[config.mk]
export PLATFORM = sky130hd
export DESIGN_NAME = epoch_seconds_to_calendar
export DESIGN_NICKNAME = d
export VERILOG_FILES = /design/src/hw/rtl/escal_pkg.sv /design/src/hw/rtl/escal_ctrl.sv /design/src/hw/rtl/escal_datapath.sv /design/src/hw/rtl/epoch_seconds_to_calendar.sv
export SDC_FILE = /design/constraint.sdc
export NUM_CORES = 1
export LEC_CHECK = 0
export BUFFER_PORTS_ARGS = -buffer_cell sky130_fd_sc_hd__buf_2
export CORE_MARGIN = 4
export CORE_UTILIZATION = 63
export CTS_CLUSTER_SIZE = 40
export DETAILED_ROUTE_END_ITERATION = 16
export GPL_ROUTABILITY_DRIVEN = 1
export PLACE_DENSITY = 0.83
export SLEW_MARGIN = 20
export SYNTH_ARGS = -nofsm -noshare
export SYNTH_HDL_FRONTEND = slang
export SYNTH_SLANG_ARGS = --single-unit
[constraint.sdc]
create_clock -name clk -period 18.3 [get_ports clk]
set_clock_uncertainty 0.15 [all_clocks]
set_input_delay 1.83 -clock clk [delete_from_list [all_inputs] [get_ports clk]]
set_output_delay 1.83 -clock clk [all_outputs]
set_load 0.005 [all_outputs]
[src/hw/rtl/escal_pkg.sv]
package escal_pkg;

  localparam int unsigned SecsWidth = 32;
  localparam int unsigned TodWidth = 17;
  localparam int unsigned DaysWidth = 16;
  localparam int unsigned CntWidth = 1;

  localparam logic [TodWidth-1:0] SecsPerDay = 17'd86400;
  localparam logic [TodWidth-1:0] SecsPerHour = 17'd3600;
  localparam logic [TodWidth-1:0] SecsPerMin = 17'd60;

  // Reciprocals for exact division after the power-of-two factor is shifted out:
  // days = ((secs >> 7) * DayRecip) >> 35, hour = ((tod >> 4) * HourRecip) >> 21,
  // minute = ((rem >> 2) * MinRecip) >> 14.
  localparam logic [25:0] DayRecip = 26'd50903317;
  localparam logic [13:0] HourRecip = 14'd9321;
  localparam logic [10:0] MinRecip = 11'd1093;

  localparam logic [11:0] EpochYear = 12'd1970;
  localparam logic [6:0] EpochMod100 = 7'd70;
  localparam logic [8:0] EpochMod400 = 9'd370;
  localparam logic [8:0] DaysCommonYear = 9'd365;
  localparam logic [8:0] DaysLeapYear = 9'd366;

  localparam logic [CntWidth-1:0] DivSteps = 1'd1;
  localparam logic [CntWidth-1:0] HourSteps = 1'd1;
  localparam logic [CntWidth-1:0] MinSteps = 1'd1;

  localparam logic [3:0] MonFeb = 4'd1;
  localparam logic [3:0] MonDec = 4'd11;

  typedef enum logic [2:0] {
    ST_IDLE,
    ST_DIV,
    ST_HOUR,
    ST_MIN,
    ST_YEAR,
    ST_MONTH,
    ST_DONE
  } state_t;

  typedef enum logic [2:0] {
    OP_NONE,
    OP_DIV,
    OP_HOUR,
    OP_MIN,
    OP_YEAR,
    OP_MONTH
  } op_t;

  typedef struct packed {
    logic load;
    op_t  op;
    logic out_load;
  } cmd_t;

  typedef struct packed {
    logic cnt_zero;
    logic year_done;
    logic month_done;
    logic out_free;
  } status_t;

  function automatic logic [4:0] month_len(input logic [3:0] mon, input logic leap);
    logic [4:0] len;
    unique case (mon)
      4'd1:    len = leap ? 5'd29 : 5'd28;
      4'd3:    len = 5'd30;
      4'd5:    len = 5'd30;
      4'd8:    len = 5'd30;
      4'd10:   len = 5'd30;
      default: len = 5'd31;
    endcase
    return len;
  endfunction

endpackage

[src/hw/rtl/escal_ctrl.sv]
module escal_ctrl
  import escal_pkg::*;
(
  input  logic    clk,
  input  logic    rst,
  input  logic    in_valid,
  output logic    in_ready,
  input  status_t status,
  output cmd_t    cmd
);

  state_t state;
  state_t state_next;

  always_ff @(posedge clk) begin
    if (rst) begin
      state <= ST_IDLE;
    end else begin
      state <= state_next;
    end
  end

  always_comb begin
    state_next = state;
    cmd = '{load: 1'b0, op: OP_NONE, out_load: 1'b0};
    in_ready = 1'b0;
    unique case (state)
      ST_IDLE: begin
        in_ready = 1'b1;
        if (in_valid) begin
          cmd.load = 1'b1;
          state_next = ST_DIV;
        end
      end
      ST_DIV: begin
        cmd.op = OP_DIV;
        if (status.cnt_zero) begin
          state_next = ST_HOUR;
        end
      end
      ST_HOUR: begin
        cmd.op = OP_HOUR;
        if (status.cnt_zero) begin
          state_next = ST_MIN;
        end
      end
      ST_MIN: begin
        cmd.op = OP_MIN;
        if (status.cnt_zero) begin
          state_next = ST_YEAR;
        end
      end
      ST_YEAR: begin
        cmd.op = OP_YEAR;
        if (status.year_done) begin
          state_next = ST_MONTH;
        end
      end
      ST_MONTH: begin
        cmd.op = OP_MONTH;
        if (status.month_done) begin
          state_next = ST_DONE;
        end
      end
      ST_DONE: begin
        if (status.out_free) begin
          cmd.out_load = 1'b1;
          state_next = ST_IDLE;
        end
      end
      default: begin
        state_next = ST_IDLE;
      end
    endcase
  end

endmodule

[src/hw/rtl/escal_datapath.sv]
module escal_datapath
  import escal_pkg::*;
(
  input  logic                 clk,
  input  logic                 rst,
  input  cmd_t                 cmd,
  output status_t              status,
  input  logic [SecsWidth-1:0] epoch_seconds,
  output logic                 out_valid,
  input  logic                 out_ready,
  output logic [11:0]          year,
  output logic [3:0]           month,
  output logic [4:0]           day,
  output logic [4:0]           hour,
  output logic [5:0]           minute,
  output logic [5:0]           second
);

  logic [SecsWidth-1:0] work;
  logic [TodWidth-1:0]  rem;
  logic [CntWidth-1:0]  cnt;
  logic [4:0]           hour_acc;
  logic [5:0]           min_acc;
  logic [11:0]          year_acc;
  logic [6:0]           mod100;
  logic [8:0]           mod400;
  logic [3:0]           mon;
  logic [DaysWidth-1:0] days;

  logic [50:0]          day_prod;
  logic [SecsWidth-1:0] day_secs;
  logic [SecsWidth-1:0] tod_full;
  logic [25:0]          hour_prod;
  logic [TodWidth-1:0]  hour_secs;
  logic [19:0]          min_prod;
  logic [TodWidth-1:0]  min_secs;
  logic                 leap;
  logic [8:0]           year_len;
  logic                 year_ge;
  logic [4:0]           mon_len;
  logic                 mon_ge;

  assign day_prod = {26'd0, work[SecsWidth-1:7]} * {25'd0, DayRecip};
  assign day_secs = {16'd0, days} * {15'd0, SecsPerDay};
  assign tod_full = work - day_secs;
  assign hour_prod = {13'd0, rem[TodWidth-1:4]} * {12'd0, HourRecip};
  assign hour_secs = {12'd0, hour_acc} * SecsPerHour;
  assign min_prod = {10'd0, rem[11:2]} * {9'd0, MinRecip};
  assign min_secs = {11'd0, min_acc} * SecsPerMin;
  assign leap = ((year_acc[1:0] == 2'd0) && (mod100 != 7'd0)) || (mod400 == 9'd0);
  assign year_len = leap ? DaysLeapYear : DaysCommonYear;
  assign year_ge = days >= {7'd0, year_len};
  assign mon_len = month_len(mon, leap);
  assign mon_ge = days >= {11'd0, mon_len};

  assign status.cnt_zero = (cnt == '0);
  assign status.year_done = !year_ge;
  assign status.month_done = !mon_ge || (mon == MonDec);
  assign status.out_free = !out_valid || out_ready;

  always_ff @(posedge clk) begin
    if (cmd.load) begin
      work <= epoch_seconds;
      days <= '0;
      rem <= '0;
      cnt <= DivSteps;
      hour_acc <= '0;
      min_acc <= '0;
      year_acc <= EpochYear;
      mod100 <= EpochMod100;
      mod400 <= EpochMod400;
      mon <= '0;
    end else begin
      unique case (cmd.op)
        OP_DIV: begin
          if (cnt != '0) begin
            days <= day_prod[50:35];
            cnt <= cnt - 1'b1;
          end else begin
            rem <= tod_full[TodWidth-1:0];
            cnt <= HourSteps;
          end
        end
        OP_HOUR: begin
          if (cnt != '0) begin
            hour_acc <= hour_prod[25:21];
            cnt <= cnt - 1'b1;
          end else begin
            rem <= rem - hour_secs;
            cnt <= MinSteps;
          end
        end
        OP_MIN: begin
          if (cnt != '0) begin
            min_acc <= min_prod[19:14];
            cnt <= cnt - 1'b1;
          end else begin
            rem <= rem - min_secs;
          end
        end
        OP_YEAR: begin
          if (year_ge) begin
            days <= days - {7'd0, year_len};
            year_acc <= year_acc + 1'b1;
            mod100 <= (mod100 == 7'd99) ? 7'd0 : mod100 + 1'b1;
            mod400 <= (mod400 == 9'd399) ? 9'd0 : mod400 + 1'b1;
          end
        end
        OP_MONTH: begin
          if (mon_ge && (mon != MonDec)) begin
            days <= days - {11'd0, mon_len};
            mon <= mon + 1'b1;
          end
        end
        OP_NONE: begin
        end
        default: begin
        end
      endcase
    end
  end

  always_ff @(posedge clk) begin
    if (rst) begin
      out_valid <= 1'b0;
    end else if (cmd.out_load) begin
      out_valid <= 1'b1;
    end else if (out_ready) begin
      out_valid <= 1'b0;
    end
  end

  always_ff @(posedge clk) begin
    if (cmd.out_load) begin
      year <= year_acc;
      month <= mon + 1'b1;
      day <= days[4:0] + 1'b1;
      hour <= hour_acc;
      minute <= min_acc;
      second <= rem[5:0];
    end
  end

endmodule

[src/hw/rtl/epoch_seconds_to_calendar.sv]
// Converts an unsigned count of seconds since 1970-01-01 00:00:00 into the
// Gregorian date and the time of day.
// The input channel (in_valid, in_ready, epoch_seconds) takes one beat per
// conversion. The output channel (out_valid, out_ready and the six date and
// time fields) gives one beat per input beat, in order.
// A conversion runs through a sequencer: it splits the count into days and
// seconds of the day by reciprocal multiplication, then derives the hour and
// then the minute, walks the years from 1970 one at a time, walks the months
// one at a time, and finally loads the output register. in_ready is high
// only while the sequencer is idle, so the next beat can be taken in the
// cycle after the result is loaded; a new beat is never taken before the
// previous conversion has finished.
// The result sits in an output register; a new input is accepted while it
// waits. If the receiver still stalls when the next result is finished, the
// sequencer holds that result and does not take further input.
// Reset clears the sequencer and out_valid; any conversion in flight is lost.
module epoch_seconds_to_calendar
  import escal_pkg::*;
(
  input  logic                 clk,
  input  logic                 rst,
  input  logic                 in_valid,
  output logic                 in_ready,
  input  logic [SecsWidth-1:0] epoch_seconds,
  output logic                 out_valid,
  input  logic                 out_ready,
  output logic [11:0]          year,
  output logic [3:0]           month,
  output logic [4:0]           day,
  output logic [4:0]           hour,
  output logic [5:0]           minute,
  output logic [5:0]           second
);

  cmd_t    cmd;
  status_t status;

  escal_ctrl u_ctrl (
    .clk      (clk),
    .rst      (rst),
    .in_valid (in_valid),
    .in_ready (in_ready),
    .status   (status),
    .cmd      (cmd)
  );

  escal_datapath u_datapath (
    .clk           (clk),
    .rst           (rst),
    .cmd           (cmd),
    .status        (status),
    .epoch_seconds (epoch_seconds),
    .out_valid     (out_valid),
    .out_ready     (out_ready),
    .year          (year),
    .month         (month),
    .day           (day),
    .hour          (hour),
    .minute        (minute),
    .second        (second)
  );

endmodule

==> key figures <==
Outcome
  • Status: finished clean

Global route
  • Initial antenna violation count: 0
  • Vias in the first global route: 18700
  • Gr ovfl total: 0
  • Largest net degree at the start of global routing: 43
  • Total GRT Usage: 30.3%
  • First-pass GRT wire length: 94.3 mm

Timing
  • Minimum clock period: 7.19 ns
  • FMAX: 139 MHz
  • Slew Limit Fails: 0
  • Setup-failing EPs final: 0
  • Worst-margin pin slew: 0.878 ns
  • Final Hold Viols: 0
  • Setup TNS: 0 ns
  • Max-slew headroom: 41.5%
  • RSZ-0062 raised after global routing: false
  • Final worst path period share: 39.3%

CTS
  • # H-tree levels: 4
  • CTS tree: yes
  • Clk root buf: clkbuf_16
  • Post_cts resized: 0
  • TritonCTS buffer count: 17
  • Sinks on the clock net: 151
  • Total setup buffers inserted after CTS: 0
  • Later-pin clock latency in the skew report: 0.45 ns
  • Clock transition at path regs: 0.08 ns
  • CTS Buffer Depth: 2
  • # hold bufs at CTS: 0

Synth
  • Post-synth EDFFs: 70
  • Async set or reset register ratio after synthesis: 0%
  • Mapped Cells: 2404
  • Synthesis-stage register bit count: 151
  • Netlist cell types: 76
  • Synth Cell Area: 0.0227 sq mm
  • Sequential element share of the synthesized area: 16.4%
  • Post-synth top flop: dfxtp_1
  • Warnings from Yosys: 0
  • Syn avg cell area: 9.44 sq um
  • Syn nets: 3192

Worst setup path
  • Slowest stage delay, CP: 0.71 ns
  • Critical Path End Type: register
  • CP dominant cell by count: fa_1
  • Worst EP required: 18.45 ns
  • CP Max Fanout: 12
  • WP buf/inv: 4
  • Slowest CP cell: edfxtp_1
  • CP Cell Sequence: fa_1 -> inv_1 -> fa_1 -> inv_1 -> ha_1 -> fa_1 -> inv_1 -> fa_1 -> fa_1 -> inv_1 -> fa_1 -> ha_1 -> a21oi_1 -> o21bai_1 -> a221oi_1 -> o21ai_0 -> a221oi_1 -> o21ai_0 -> xor2_1 -> a221oi_1 -> a21oi_1
  • Critical Path Source Type: register
  • Worst path top cell family by delay: adder cells
  • Setup Crit Path Kind: reg -> reg
  • WP data arrival: 7.34 ns

Drt
  • Post-Route WL: 57.6 mm
  • DRC violations left: 0
  • 1st-pass router iterations: 5
  • Drt wl/cell: 19.6 um
  • Via count: 17500
  • Post-DRT Antenna Nets: 0
  • DRT iter0 DRCs: 1233
  • Via density: 5.95

Layout
  • Post-route cell area: 0.0241 sq mm
  • Area delta synth->final: 6.31%
  • # fillers: 2740
  • Fraction of layout cells with a size suffix above 1: 5.29%
  • Nets: 3250
  • Diodes inserted: 0
  • Final core utilization: 67.8%

Floorplan
  • Core Rows: 69
  • Initial cell density of the core: 63.8%
  • I/O pin count: 76
  • Total die area: 0.0391 sq mm
  • Die H: 198 um
  • Die W: 198 um
  • Total core area: 0.0356 sq mm

Place
  • Port buffer count: 75
  • Gpl congestion: 0.958
  • Placed Instance Area: 0.0235 sq mm
  • DP Wirelength: 47.2 mm

Flow run
  • Max cap viols: 0

Min path
  • Type of the most critical hold path: reg -> reg
[cell families (layout without fill, tap and decap cells)]
kind of cell,Yosys count,count (layout),synth area share [%]
fa+ha+maj,752,752,49.4
buf+inv,554,625,9.24
compound gates,432,432,12.0
simple gates,405,405,8.64
flops,151,151,16.4
xor+xnor,104,104,4.01
mux,6,6,0.270
[cells in the final DEF, fill, tap and decap left out, drive strengths merged, types with 10 or more instances in the layout]
cell type,instances
inv,513
ha,512
fa,240
a21oi,139
nor2,117
nand2,109
o21ai,97
buf,83
dfxtp,81
edfxtp,70
xnor2,56
xor2,48
a21o,39
nand3,32
nor3,26
nand4,24
a211oi,23
and3,20
clkbuf,20
o211ai,18
nor2b,17
nand2b,15
a31oi,13
o21bai,12
a221oi,12
or3,12
o21a,10
[routing by layer]
layer	up-vias	wire (um)	track usage (%)
li1	8181	-	-
met1	8552	23000	36.9
met2	562	29200	54.6
met3	167	2820	3.90
met4	0	2580	12.3
met5	-	0	0
[worst paths after layout]
kind	from	endpoint	slack, ns	cells after the start
max reg2reg	u_datapath.work[12]	u_datapath.days[4]	11.11	21
min	u_datapath.rem[0]	u_datapath.second[0]	0.29	0
min reg2reg	u_datapath.rem[0]	u_datapath.second[0]	0.29	0
max	u_datapath.work[12]	u_datapath.days[4]	11.11	21
[synthesized netlist by cell type (7+ instances only)]
cell      number  area share, %
a211oi_1      23           0.76
a21o_1        39            1.3
a21oi_1      139            3.1
a221oi_1      12           0.46
a31oi_1       13           0.36
and3_1        20           0.55
clkbuf_1      39           0.65
dfxtp_1       81            7.1
edfxtp_1      70            9.3
fa_1         240             21
ha_1         512             28
inv_1        508            8.4
nand2_1      108            1.8
nand2b_1      15           0.41
nand3_1       32           0.71
nand4_1       24           0.66
nor2_1       117            1.9
nor2b_1       17           0.47
nor3_1        25           0.55
nor4_1         8           0.22
o211ai_1      18           0.60
o21a_1        10           0.33
o21ai_0       92            2.0
o21bai_1      12           0.40
o22ai_1        8           0.22
o31ai_1        9           0.30
or2_2          7           0.19
or3_1         11           0.30
xnor2_1       56            2.2
xor2_1        48            1.9
[cell type report]
cell class | instances | area, sq um | area share [%]
Clock buffer | 20 | 437 | 1.81
Clock inverter | 12 | 144 | 0.597
Inverter | 510 | 1910 | 7.94
Multi-Input combinational cell | 1699 | 16900 | 70.0
Sequential cell | 151 | 3720 | 15.4
Tap cell | 461 | 577 | 2.39
Timing Repair Buffer | 83 | 448 | 1.86
[flip-flops by register name, indices dropped and copies added, names as in the netlist]
name,count
u_datapath.days,16
u_datapath.year,12
u_datapath.rem,17
u_datapath.hour_acc,5
u_datapath.month,4
u_datapath.second,6
u_datapath.minute,6
u_datapath.work,32
u_ctrl.state,3
u_datapath.cnt,1
u_datapath.mod100,7
u_datapath.hour,5
u_datapath.day,5
u_datapath.year_acc,12
u_datapath.out_valid,1
u_datapath.mon,4
u_datapath.min_acc,6
u_datapath.mod400,9
[per-stage QoR]
stage               cells  setup WS [ns]  hold slack [ns]
floorplan            2404          11.93            0.258
global placement     2903          11.43            0.268
detailed placement   2903          11.29            0.275
CTS                  2935          11.26            0.293
global route         2936          10.83            0.298
finish               2936          11.11            0.286
Power is not shown: default switching activity piles up to over one toggle a cycle in this logic, so the estimate is an artifact.
